File: src/hdl/tlbpt_pkg.sv
// Types, constants and helpers for the TLB and page-table translator.
package tlbpt_pkg;

   localparam int ADDR_W      = 16;
   localparam int PAGE_W      = 8;
   localparam int FRAME_W     = 8;
   localparam int FRAME_BYTES = 256;
   localparam int OFFSET_W    = $clog2(FRAME_BYTES);
   localparam int COUNT_W     = 32;
   localparam int STAMP_W     = 32;
   localparam int FREE_W      = 9;
   localparam int PAGE_SPAN   = 1 << PAGE_W;

   typedef logic [ADDR_W-1:0]   addr_type;
   typedef logic [PAGE_W-1:0]   page_type;
   typedef logic [FRAME_W-1:0]  frame_type;
   typedef logic [OFFSET_W-1:0] offset_type;
   typedef logic [COUNT_W-1:0]  count_type;
   typedef logic [STAMP_W-1:0]  stamp_type;
   typedef logic [FREE_W-1:0]   free_type;

   typedef enum logic [2:0] {
      ST_IDLE,
      ST_LOOKUP,
      ST_SCAN,
      ST_INSTALL,
      ST_EMIT
   } state_type;

   // page table write port
   typedef struct packed {
      logic      en;
      page_type  page;
      frame_type frame;
   } pt_write_type;

   // TLB install port (slot travels separately, its width is per instance)
   typedef struct packed {
      logic      en;
      page_type  page;
      frame_type frame;
      stamp_type stamp;
   } tlb_install_type;

   function automatic count_type sat_inc(input count_type v);
      count_type r;
      r = (v == '1) ? v : v + count_type'(1);
      return r;
   endfunction

endpackage

File: src/hdl/tlbpt_channels.sv
// Valid/ready channel interfaces for translation requests and results.
interface tlbpt_req_if;
   import tlbpt_pkg::*;

   logic     valid;
   logic     ready;
   addr_type logical_address;

   modport source (output valid, output logical_address, input ready);
   modport sink   (input valid, input logical_address, output ready);
endinterface

interface tlbpt_rsp_if;
   import tlbpt_pkg::*;

   logic      valid;
   logic      ready;
   addr_type  physical_address;
   logic      tlb_hit;
   logic      page_fault;
   count_type hit_count;
   count_type fault_count;

   modport source (output valid, output physical_address, output tlb_hit,
                   output page_fault, output hit_count, output fault_count,
                   input ready);
   modport sink   (input valid, input physical_address, input tlb_hit,
                   input page_fault, input hit_count, input fault_count,
                   output ready);
endinterface

File: src/hdl/tlbpt_page_table.sv
// Page table: frame RAM with registered read, plus per-page valid flops.
module tlbpt_page_table #(
   parameter int PAGE_COUNT = 256
) (
   input  logic                          clock,
   input  logic                          reset,
   input  logic                          rd_en,
   input  logic [$clog2(PAGE_COUNT)-1:0] rd_page,
   input  tlbpt_pkg::pt_write_type       wr,
   output tlbpt_pkg::frame_type          rd_frame,
   output logic                          rd_valid
);
   import tlbpt_pkg::*;

   localparam int PIDX_W = $clog2(PAGE_COUNT);

   frame_type              frame_mem [PAGE_COUNT];
   logic [PAGE_COUNT-1:0]  valid_ff;
   frame_type              rd_frame_ff;
   logic                   rd_valid_ff;

   always_ff @(posedge clock) begin
      if (wr.en) begin
         frame_mem[wr.page[PIDX_W-1:0]] <= wr.frame;
      end
      if (rd_en) begin
         rd_frame_ff <= frame_mem[rd_page];
      end
   end

   always_ff @(posedge clock) begin
      if (reset) begin
         valid_ff    <= '0;
         rd_valid_ff <= 1'b0;
      end else begin
         if (wr.en) begin
            valid_ff[wr.page[PIDX_W-1:0]] <= 1'b1;
         end
         if (rd_en) begin
            rd_valid_ff <= valid_ff[rd_page];
         end
      end
   end

   assign rd_frame = rd_frame_ff;
   assign rd_valid = rd_valid_ff;

endmodule

File: src/hdl/tlbpt_tag_array.sv
// TLB: page/frame tags with parallel match, and a stamp RAM read one entry a cycle.
module tlbpt_tag_array #(
   parameter int TLB_ENTRIES = 16,
   parameter int IDX_W       = (TLB_ENTRIES > 1) ? $clog2(TLB_ENTRIES) : 1
) (
   input  logic                       clock,
   input  logic                       reset,
   input  tlbpt_pkg::page_type        look_page,
   output logic                       hit,
   output tlbpt_pkg::frame_type       hit_frame,
   input  logic                       stamp_rd_en,
   input  logic [IDX_W-1:0]           stamp_rd_idx,
   output tlbpt_pkg::stamp_type       stamp_rd,
   input  tlbpt_pkg::tlb_install_type install,
   input  logic [IDX_W-1:0]           install_slot
);
   import tlbpt_pkg::*;

   page_type               page_ff  [TLB_ENTRIES];
   frame_type              frame_ff [TLB_ENTRIES];
   logic [TLB_ENTRIES-1:0] valid_ff;
   stamp_type              stamp_mem [TLB_ENTRIES];
   stamp_type              stamp_q_ff;
   logic                   stamp_v_ff;

   // lowest matching index wins
   always_comb begin
      hit       = 1'b0;
      hit_frame = '0;
      for (int i = TLB_ENTRIES - 1; i >= 0; i--) begin
         if (valid_ff[i] && (page_ff[i] == look_page)) begin
            hit       = 1'b1;
            hit_frame = frame_ff[i];
         end
      end
   end

   always_ff @(posedge clock) begin
      if (install.en) begin
         page_ff[install_slot]   <= install.page;
         frame_ff[install_slot]  <= install.frame;
         stamp_mem[install_slot] <= install.stamp;
      end
      if (stamp_rd_en) begin
         stamp_q_ff <= stamp_mem[stamp_rd_idx];
      end
   end

   always_ff @(posedge clock) begin
      if (reset) begin
         valid_ff   <= '0;
         stamp_v_ff <= 1'b0;
      end else begin
         if (install.en) begin
            valid_ff[install_slot] <= 1'b1;
         end
         if (stamp_rd_en) begin
            stamp_v_ff <= valid_ff[stamp_rd_idx];
         end
      end
   end

   // never-installed entries read as a stamp of zero
   assign stamp_rd = stamp_v_ff ? stamp_q_ff : '0;

endmodule

File: src/hdl/tlb_page_table_translator_unit.sv
// Top level of the TLB and page-table address translator.
//
// Translates a 16-bit logical address (page in bits 15..8, offset in 7..0) into a
// physical address, one item at a time. A TLB hit goes from acceptance to the result
// register in steps: accept, tag match, result load. On a miss the page-table RAM is
// read through a registered port, then the TLB stamp RAM is walked one entry per
// cycle to find the replacement victim (smallest stamp, lowest index on ties), and
// then the install is written back. A page fault hands out the next free frame in
// order; loading that frame is up to the caller. The result sits in an output
// register, so a new item is taken as soon as the sequencer is idle even when the
// previous result is still waiting. Hit and fault counters saturate at all ones.
// Page numbers are reduced modulo PAGE_COUNT before use. Reset clears all valid
// bits at once; there is no clearing pass.
module tlb_page_table_translator_unit #(
   parameter int TLB_ENTRIES = 16,
   parameter int PAGE_COUNT  = 256
) (
   input  logic        clock,
   input  logic        reset,
   tlbpt_req_if.sink   req_if,
   tlbpt_rsp_if.source rsp_if
);
   import tlbpt_pkg::*;

   localparam int IDX_W  = (TLB_ENTRIES > 1) ? $clog2(TLB_ENTRIES) : 1;
   localparam int PIDX_W = $clog2(PAGE_COUNT);
   localparam logic [IDX_W-1:0] LAST_IDX = IDX_W'(TLB_ENTRIES - 1);

   // page number modulo PAGE_COUNT, as a constant table
   logic [PIDX_W-1:0] page_lut [PAGE_SPAN];
   for (genvar g = 0; g < PAGE_SPAN; g++) begin : g_lut
      assign page_lut[g] = PIDX_W'(g % PAGE_COUNT);
   end

   // sequencer and item registers
   state_type         state_ff,  state_in;
   logic [PIDX_W-1:0] page_ff,   page_in;
   offset_type        offset_ff, offset_in;
   frame_type         frame_ff,  frame_in;
   logic              hit_ff,    hit_in;
   logic              fault_ff,  fault_in;
   logic [IDX_W-1:0]  rd_idx_ff, rd_idx_in;
   logic [IDX_W-1:0]  victim_ff, victim_in;
   stamp_type         best_ff,   best_in;

   // architectural state
   free_type  next_free_ff,   next_free_in;
   stamp_type use_clock_ff,   use_clock_in;
   count_type hit_total_ff,   hit_total_in;
   count_type fault_total_ff, fault_total_in;

   // result register
   logic      rsp_valid_ff,  rsp_valid_in;
   addr_type  rsp_addr_ff,   rsp_addr_in;
   logic      rsp_hit_ff,    rsp_hit_in;
   logic      rsp_fault_ff,  rsp_fault_in;
   count_type rsp_hits_ff,   rsp_hits_in;
   count_type rsp_faults_ff, rsp_faults_in;

   // submodule hookup
   logic              pt_rd_en;
   logic [PIDX_W-1:0] pt_rd_page;
   pt_write_type      pt_wr;
   frame_type         pt_frame;
   logic              pt_valid;
   logic              tag_hit;
   frame_type         tag_frame;
   logic              stamp_rd_en;
   logic [IDX_W-1:0]  stamp_rd_idx;
   stamp_type         stamp_rd;
   tlb_install_type   install;

   tlbpt_page_table #(
      .PAGE_COUNT (PAGE_COUNT)
   ) u_page_table (
      .clock    (clock),
      .reset    (reset),
      .rd_en    (pt_rd_en),
      .rd_page  (pt_rd_page),
      .wr       (pt_wr),
      .rd_frame (pt_frame),
      .rd_valid (pt_valid)
   );

   tlbpt_tag_array #(
      .TLB_ENTRIES (TLB_ENTRIES),
      .IDX_W       (IDX_W)
   ) u_tag_array (
      .clock        (clock),
      .reset        (reset),
      .look_page    (PAGE_W'(page_ff)),
      .hit          (tag_hit),
      .hit_frame    (tag_frame),
      .stamp_rd_en  (stamp_rd_en),
      .stamp_rd_idx (stamp_rd_idx),
      .stamp_rd     (stamp_rd),
      .install      (install),
      .install_slot (victim_ff)
   );

   assign req_if.ready = (state_ff == ST_IDLE);
   assign pt_rd_page   = page_lut[req_if.logical_address[ADDR_W-1 -: PAGE_W]];

   always_comb begin
      state_in       = state_ff;
      page_in        = page_ff;
      offset_in      = offset_ff;
      frame_in       = frame_ff;
      hit_in         = hit_ff;
      fault_in       = fault_ff;
      rd_idx_in      = rd_idx_ff;
      victim_in      = victim_ff;
      best_in        = best_ff;
      next_free_in   = next_free_ff;
      use_clock_in   = use_clock_ff;
      hit_total_in   = hit_total_ff;
      fault_total_in = fault_total_ff;
      rsp_addr_in    = rsp_addr_ff;
      rsp_hit_in     = rsp_hit_ff;
      rsp_fault_in   = rsp_fault_ff;
      rsp_hits_in    = rsp_hits_ff;
      rsp_faults_in  = rsp_faults_ff;
      rsp_valid_in   = rsp_valid_ff && !rsp_if.ready;
      pt_rd_en       = 1'b0;
      pt_wr          = '0;
      stamp_rd_en    = 1'b0;
      stamp_rd_idx   = rd_idx_ff;
      install        = '0;

      case (state_ff)
         ST_IDLE: begin
            if (req_if.valid) begin
               page_in   = pt_rd_page;
               offset_in = req_if.logical_address[OFFSET_W-1:0];
               pt_rd_en  = 1'b1;
               state_in  = ST_LOOKUP;
            end
         end
         ST_LOOKUP: begin
            if (tag_hit) begin
               frame_in     = tag_frame;
               hit_in       = 1'b1;
               fault_in     = 1'b0;
               hit_total_in = sat_inc(hit_total_ff);
               state_in     = ST_EMIT;
            end else begin
               hit_in = 1'b0;
               if (pt_valid) begin
                  frame_in = pt_frame;
                  fault_in = 1'b0;
               end else begin
                  // page fault: take the next free frame
                  frame_in       = next_free_ff[FRAME_W-1:0];
                  fault_in       = 1'b1;
                  pt_wr.en       = 1'b1;
                  pt_wr.page     = PAGE_W'(page_ff);
                  pt_wr.frame    = next_free_ff[FRAME_W-1:0];
                  next_free_in   = next_free_ff + free_type'(1);
                  fault_total_in = sat_inc(fault_total_ff);
               end
               stamp_rd_en  = 1'b1;
               stamp_rd_idx = '0;
               rd_idx_in    = '0;
               state_in     = ST_SCAN;
            end
         end
         ST_SCAN: begin
            // stamp for rd_idx_ff has arrived; keep the first strict minimum
            if ((rd_idx_ff == '0) || (stamp_rd < best_ff)) begin
               best_in   = stamp_rd;
               victim_in = rd_idx_ff;
            end
            if (rd_idx_ff == LAST_IDX) begin
               state_in = ST_INSTALL;
            end else begin
               stamp_rd_en  = 1'b1;
               stamp_rd_idx = rd_idx_ff + IDX_W'(1);
               rd_idx_in    = rd_idx_ff + IDX_W'(1);
            end
         end
         ST_INSTALL: begin
            use_clock_in  = use_clock_ff + stamp_type'(1);
            install.en    = 1'b1;
            install.page  = PAGE_W'(page_ff);
            install.frame = frame_ff;
            install.stamp = use_clock_ff + stamp_type'(1);
            state_in      = ST_EMIT;
         end
         ST_EMIT: begin
            if (!rsp_valid_ff || rsp_if.ready) begin
               rsp_valid_in  = 1'b1;
               rsp_addr_in   = {frame_ff, offset_ff};
               rsp_hit_in    = hit_ff;
               rsp_fault_in  = fault_ff;
               rsp_hits_in   = hit_total_ff;
               rsp_faults_in = fault_total_ff;
               state_in      = ST_IDLE;
            end
         end
         default: begin
            state_in = ST_IDLE;
         end
      endcase
   end

   always_ff @(posedge clock) begin
      if (reset) begin
         state_ff       <= ST_IDLE;
         next_free_ff   <= '0;
         use_clock_ff   <= '0;
         hit_total_ff   <= '0;
         fault_total_ff <= '0;
         rsp_valid_ff   <= 1'b0;
      end else begin
         state_ff       <= state_in;
         next_free_ff   <= next_free_in;
         use_clock_ff   <= use_clock_in;
         hit_total_ff   <= hit_total_in;
         fault_total_ff <= fault_total_in;
         rsp_valid_ff   <= rsp_valid_in;
      end
   end

   always_ff @(posedge clock) begin
      page_ff       <= page_in;
      offset_ff     <= offset_in;
      frame_ff      <= frame_in;
      hit_ff        <= hit_in;
      fault_ff      <= fault_in;
      rd_idx_ff     <= rd_idx_in;
      victim_ff     <= victim_in;
      best_ff       <= best_in;
      rsp_addr_ff   <= rsp_addr_in;
      rsp_hit_ff    <= rsp_hit_in;
      rsp_fault_ff  <= rsp_fault_in;
      rsp_hits_ff   <= rsp_hits_in;
      rsp_faults_ff <= rsp_faults_in;
   end

   assign rsp_if.valid            = rsp_valid_ff;
   assign rsp_if.physical_address = rsp_addr_ff;
   assign rsp_if.tlb_hit          = rsp_hit_ff;
   assign rsp_if.page_fault       = rsp_fault_ff;
   assign rsp_if.hit_count        = rsp_hits_ff;
   assign rsp_if.fault_count      = rsp_faults_ff;

endmodule

File: src/flat_wrapper.sv
// flat-port wrapper written by rule: the top's interface ports become plain ports
module tlb_page_table_translator_unit_flat import tlbpt_pkg::*;
#(
   parameter int TLB_ENTRIES = 16,
   parameter int PAGE_COUNT  = 256
)
  (clock, reset, req_if_valid, req_if_logical_address, req_if_ready, rsp_if_valid, rsp_if_physical_address, rsp_if_tlb_hit, rsp_if_page_fault, rsp_if_hit_count, rsp_if_fault_count, rsp_if_ready);
  tlbpt_req_if req_if_i ();
  tlbpt_rsp_if rsp_if_i ();
  input  logic clock;
  input  logic reset;
  input wire logic [$bits(req_if_i.valid)-1:0] req_if_valid;
  input wire logic [$bits(req_if_i.logical_address)-1:0] req_if_logical_address;
  output wire logic [$bits(req_if_i.ready)-1:0] req_if_ready;
  output wire logic [$bits(rsp_if_i.valid)-1:0] rsp_if_valid;
  output wire logic [$bits(rsp_if_i.physical_address)-1:0] rsp_if_physical_address;
  output wire logic [$bits(rsp_if_i.tlb_hit)-1:0] rsp_if_tlb_hit;
  output wire logic [$bits(rsp_if_i.page_fault)-1:0] rsp_if_page_fault;
  output wire logic [$bits(rsp_if_i.hit_count)-1:0] rsp_if_hit_count;
  output wire logic [$bits(rsp_if_i.fault_count)-1:0] rsp_if_fault_count;
  input wire logic [$bits(rsp_if_i.ready)-1:0] rsp_if_ready;
  assign req_if_i.valid = req_if_valid;
  assign req_if_i.logical_address = req_if_logical_address;
  assign req_if_ready = req_if_i.ready;
  assign rsp_if_valid = rsp_if_i.valid;
  assign rsp_if_physical_address = rsp_if_i.physical_address;
  assign rsp_if_tlb_hit = rsp_if_i.tlb_hit;
  assign rsp_if_page_fault = rsp_if_i.page_fault;
  assign rsp_if_hit_count = rsp_if_i.hit_count;
  assign rsp_if_fault_count = rsp_if_i.fault_count;
  assign rsp_if_i.ready = rsp_if_ready;
  tlb_page_table_translator_unit #(.TLB_ENTRIES(TLB_ENTRIES), .PAGE_COUNT(PAGE_COUNT)) u_core (.clock(clock), .reset(reset), .req_if(req_if_i), .rsp_if(rsp_if_i));
endmodule
File: config.mk
export PLATFORM = sky130hd
export DESIGN_NAME = tlb_page_table_translator_unit_flat
export DESIGN_NICKNAME = d
export VERILOG_FILES = /design/src/hdl/tlbpt_pkg.sv /design/src/hdl/tlbpt_channels.sv /design/src/hdl/tlbpt_page_table.sv /design/src/hdl/tlbpt_tag_array.sv /design/src/hdl/tlb_page_table_translator_unit.sv /design/src/flat_wrapper.sv
export SDC_FILE = /design/constraint.sdc
export NUM_CORES = 2
export LEC_CHECK = 0
export CAP_MARGIN = 20
export CELL_PAD_IN_SITES_DETAIL_PLACEMENT = 1
export CELL_PAD_IN_SITES_GLOBAL_PLACEMENT = 1
export CORE_ASPECT_RATIO = 1.4
export CORE_MARGIN = 2
export CORE_UTILIZATION = 50
export DETAILED_ROUTE_END_ITERATION = 16
export DONT_BUFFER_PORTS = 1
export PLACE_DENSITY = 0.72
export SKIP_LAST_GASP = 1
export SLEW_MARGIN = 20
export SYNTH_ARGS = -nofsm -noshare
export SYNTH_HDL_FRONTEND = slang
export SYNTH_HIERARCHICAL = 1
export SYNTH_SLANG_ARGS = --single-unit
File: constraint.sdc
create_clock -name clock -period 6.6 [get_ports clock]
set_input_delay 1.32 -clock clock [delete_from_list [all_inputs] [get_ports clock]]
set_output_delay 1.32 -clock clock [all_outputs]
set_load 0.01 [all_outputs]
==> reports/qor.yml <==
synth:
  async_flop_share_pct: 0
  synth-seq-cells: 3386
  ys.flop_type: "edfxtp_1"
  ys_seq_area_share_pct: 74.5
  yosysWarnings: 6
  synth_fp_nets: 7213
  synthCells: 7156
  ys_types: 87
  synth_edf_count: 3000
  synth_area_per_cell_um2: 18.4
  netlist_area_um2: 131000
sta:
  worst_slack_ns: 0.464
  fin_crit_sh_pct: 93.0
  grt_setup_unrepaired: "no"
  hold_viol_final: 0
  tns_ns: 0
  skew_ns: 0.0912
  slew_violations: 133
  worst_slew_pin_slew_ns: 2.08
  setup_viol: 0
  slew_headroom_pct: -38.8
  max_freq_mhz: 163
  whs_ns: 0.421
  period_minus_slack_ns: 6.14
pwr:
  power.internal_uw: 35700
  p_sw_uw: 9510
  ir_drop_mv: 0.322
  comb_power_share_pct: 5.8
  seq_power_share_pct: 51.7
  p_per_area_nw_per_um2: 308
  p_leak_uw: 0.0437
  p_sw_share_pct: 21.0
  pwr-share-clk_pct: 42.5
finish:
  fillers: 22768
  drive_gt1_share_pct: 20.7
  multi_input_area_um2: 31700
  fin_nets: 7343
  area_growth_pct: 11.9
  seq_area_um2: 97800
route:
  drt-initial-drc-count: 7099
  vias: 68794
  vias_per_cell: 6.24
  drtAntennaViolNets: 0
  route.detailed.drc: 0
  firstDrtPassIters: 5
  routed_wl_um: 351000
  wl_per_cell_um: 31.8
cts:
  numClockSinks: 3386
  ctsResizeCount: 0
  cts_tree: "done"
  post-cts-setup-buffers: 0
  htree_levels: 5
  clk_pin_slew_ns: 0.06
  cts_buffers: 322
  cts_buffer_depth: 4
  cts_hold_buf: 0
  clock_latency_ns: 0.92
  root_buffer: "clkbuf_16"
critical_path:
  path_class: "reg -> reg"
  endpoint_kind: "flip-flop"
  cp.required_ns: 7.11
  worstPathArrival_ns: 6.64
  crit_path_start_kind: "flip-flop"
  crit_path_max_fanout: 10
floorplan:
  core_area_um2: 261000
  die_x_um: 437
  core.rowCount: 222
  ios: 104
  start_util_pct: 50.3
  die_height_um: 610
  die-area_um2: 267000
placement:
  place_ws_ns: 0.576
  place.gp.congestion: 0.878
  hpwl_um: 214000
  port_buffers: 0
global_route:
  antenna_found_initial: 8
  globalRoute.totalOverflow: 0
  grt.total_usage_pct: 26.3
  grt_max_degree: 582
  grt_first_pass_wirelength_um: 513000
  grt_pass1_vias: 73033
run_status:
  status: "finished with violations"
  violations: "slew limit"
flow_run:
  cap_viol_max_count: 0
min_path:
  hold_path.class: "reg -> reg"
## worst max-delay path, stage by stage (launching register included)
cell and delay, ns:
edfxtp_1 0.62, xnor2_1 0.23, nand3_1 0.16, or3_1 0.34, nand2_1 0.16, nor2_1 0.50
nand4_1 0.15, or3_1 0.55, nor2_2 0.22, and3_1 0.45, nor2b_1 0.55, nand3_1 0.66
buf_4 0.45, nor2_1 0.71
## routing by layer
layer | up-vias | track usage (%) | routed length, um | share of wire [%]
met1 | 36870 | 32.7 | 131000 | 37
met5 | - | 0 | 12 | 0.0034
met2 | 2491 | 45.9 | 184000 | 52
li1 | 28781 | - | - | -
met3 | 650 | 3.46 | 18700 | 5.3
met4 | 2 | 11.7 | 17600 | 5.0
## cells in the mapped netlist (6+ instances only)
master    number  area [um2]
and3_1        35         219
or3_1         40         250
buf_6         18         203
nor2_1       892        3350
edfxtp_1    3000       90100
nand2_1      153         574
buf_2         92         460
o211ai_1       8        60.1
or2_2          7        43.8
nand2b_1      15        93.8
clkbuf_1     243         912
nand3b_1       9        67.6
xnor2_1      153        1340
o21ai_0       63         315
o21ba_2       29         290
and4_1        11        96.3
nor2b_1       28         175
mux4_2       739       16600
and2_1        61         382
nor4_1        57         357
o22ai_1       22         138
ha_1          37         463
a221o_1        6        60.1
a21oi_1      229        1150
or2_1          8        50.1
buf_1         36         135
nor3_1        41         205
mux2_2        12         135
inv_1         65         244
a211oi_1      13        97.6
nand4_1       73         457
or4_1         21         158
o31ai_1       19         143
a22oi_1      273        2050
nand3_1       87         435
mux2i_1       22         220
dfxtp_1      386        7730
o21a_1         7        52.6
buf_4         10        75.1
a311oi_1       8        70.1
xor2_1        35         307
## logic make-up (layout without fill, tap and decap cells)
logic type | after synthesis | after routing | synth area share, %
other | 0 | 1 | 0
flip-flops | 3386 | 3386 | 74.5
buffers and inverters | 470 | 865 | 1.60
XOR/XNOR | 193 | 193 | 1.32
multiplexers | 779 | 779 | 13.0
AO/OA/AOI/OAI | 719 | 719 | 3.66
adder cells (fa/ha/maj) | 37 | 37 | 0.352
AND/OR/NAND/NOR | 1572 | 1572 | 5.57
## sequential cells by signal, summed over array words and instances (netlist names), 16 cells and up
| signal | flops |
|---|---|
| u_core/use_clock_ff | 32 |
| u_core/u_tag_array/valid_ff | 16 |
| u_core/rsp_if.fault_count | 32 |
| u_core/u_page_table/valid_ff | 256 |
| u_core/u_tag_array/stamp_q_ff | 32 |
| u_core/fault_total_ff | 32 |
| u_core/rsp_if.hit_count | 32 |
| u_core/hit_total_ff | 32 |
| u_core/u_tag_array/stamp_mem | 512 |
| u_core/rsp_if.physical_address | 16 |
| u_core/u_tag_array/frame_ff | 128 |
| u_core/best_ff | 32 |
| u_core/u_page_table/frame_mem | 2048 |
| u_core/u_tag_array/page_ff | 128 |
## per-stage QoR
stage          std cells  instance area (um2)  utilization, %  power [uW]
4_1_cts            11022               147000            56.2       45500
6_report           11024               147000            56.2       45200
3_5_place_dp       10433               136000            52.0       26500
5_1_grt            11024               147000            56.2       46400
2_1_floorplan       7156               131000               -       25800
3_3_place_gp       10433               136000            52.0       26400
## final timing paths
check | start | slack (ns) | cells after the start | to
setup reg to reg | u_core/page_ff[7] | 0.46 | 13 | u_core/u_page_table/frame_mem[36][0]
hold / removal | u_core/offset_ff[4] | 0.42 | 0 | u_core/rsp_if.physical_address[4]
setup / recovery | u_core/page_ff[7] | 0.46 | 13 | u_core/u_page_table/frame_mem[36][0]
hold reg to reg | u_core/offset_ff[4] | 0.42 | 0 | u_core/rsp_if.physical_address[4]
## cells in the final DEF, fill, tap and decap left out, types with 28 or more instances in the layout
| cell type | instances |
|---|---|
| edfxtp_1 | 3000 |
| nor2_1 | 873 |
| mux4_2 | 739 |
| dfxtp_1 | 386 |
| clkbuf_16 | 337 |
| a22oi_1 | 273 |
| a21oi_1 | 228 |
| buf_4 | 180 |
| xnor2_1 | 153 |
| nand2_1 | 152 |
| nand3_1 | 87 |
| clkbuf_1 | 84 |
| nand4_1 | 73 |
| inv_1 | 64 |
| o21ai_0 | 61 |
| and2_1 | 59 |
| nor4_1 | 51 |
| clkinv_2 | 45 |
| bufinv_16 | 40 |
| or3_1 | 40 |
| nor3_1 | 37 |
| ha_1 | 37 |
| xor2_1 | 35 |
| clkbuf_8 | 29 |
| o21ba_2 | 29 |
| buf_12 | 28 |
## area by class of cell
cell class / count / area share (%)
multi-input combinational: 3300 / 21.6
clock inverter: 139 / 1.20
antenna: 1 / 0.00170
sequential: 3386 / 66.5
timing repair buffer: 209 / 1.32
clock buffer: 450 / 6.22
inverter: 67 / 0.171
tap: 3472 / 2.96
## power groups by stage
| stage | clock network [uW] | registers, uW | logic (uW) |
|---|---|---|---|
| 2_1_floorplan | 0 | 23800 | 2000 |
| 5_1_grt | 20200 | 23400 | 2730 |
| 6_report | 19200 | 23400 | 2600 |
| 4_1_cts | 19500 | 23400 | 2610 |
| 3_3_place_gp | 0 | 23900 | 2540 |
| 3_5_place_dp | 0 | 23900 | 2600 |
Note: power is estimated with default switching activity, not from simulation.
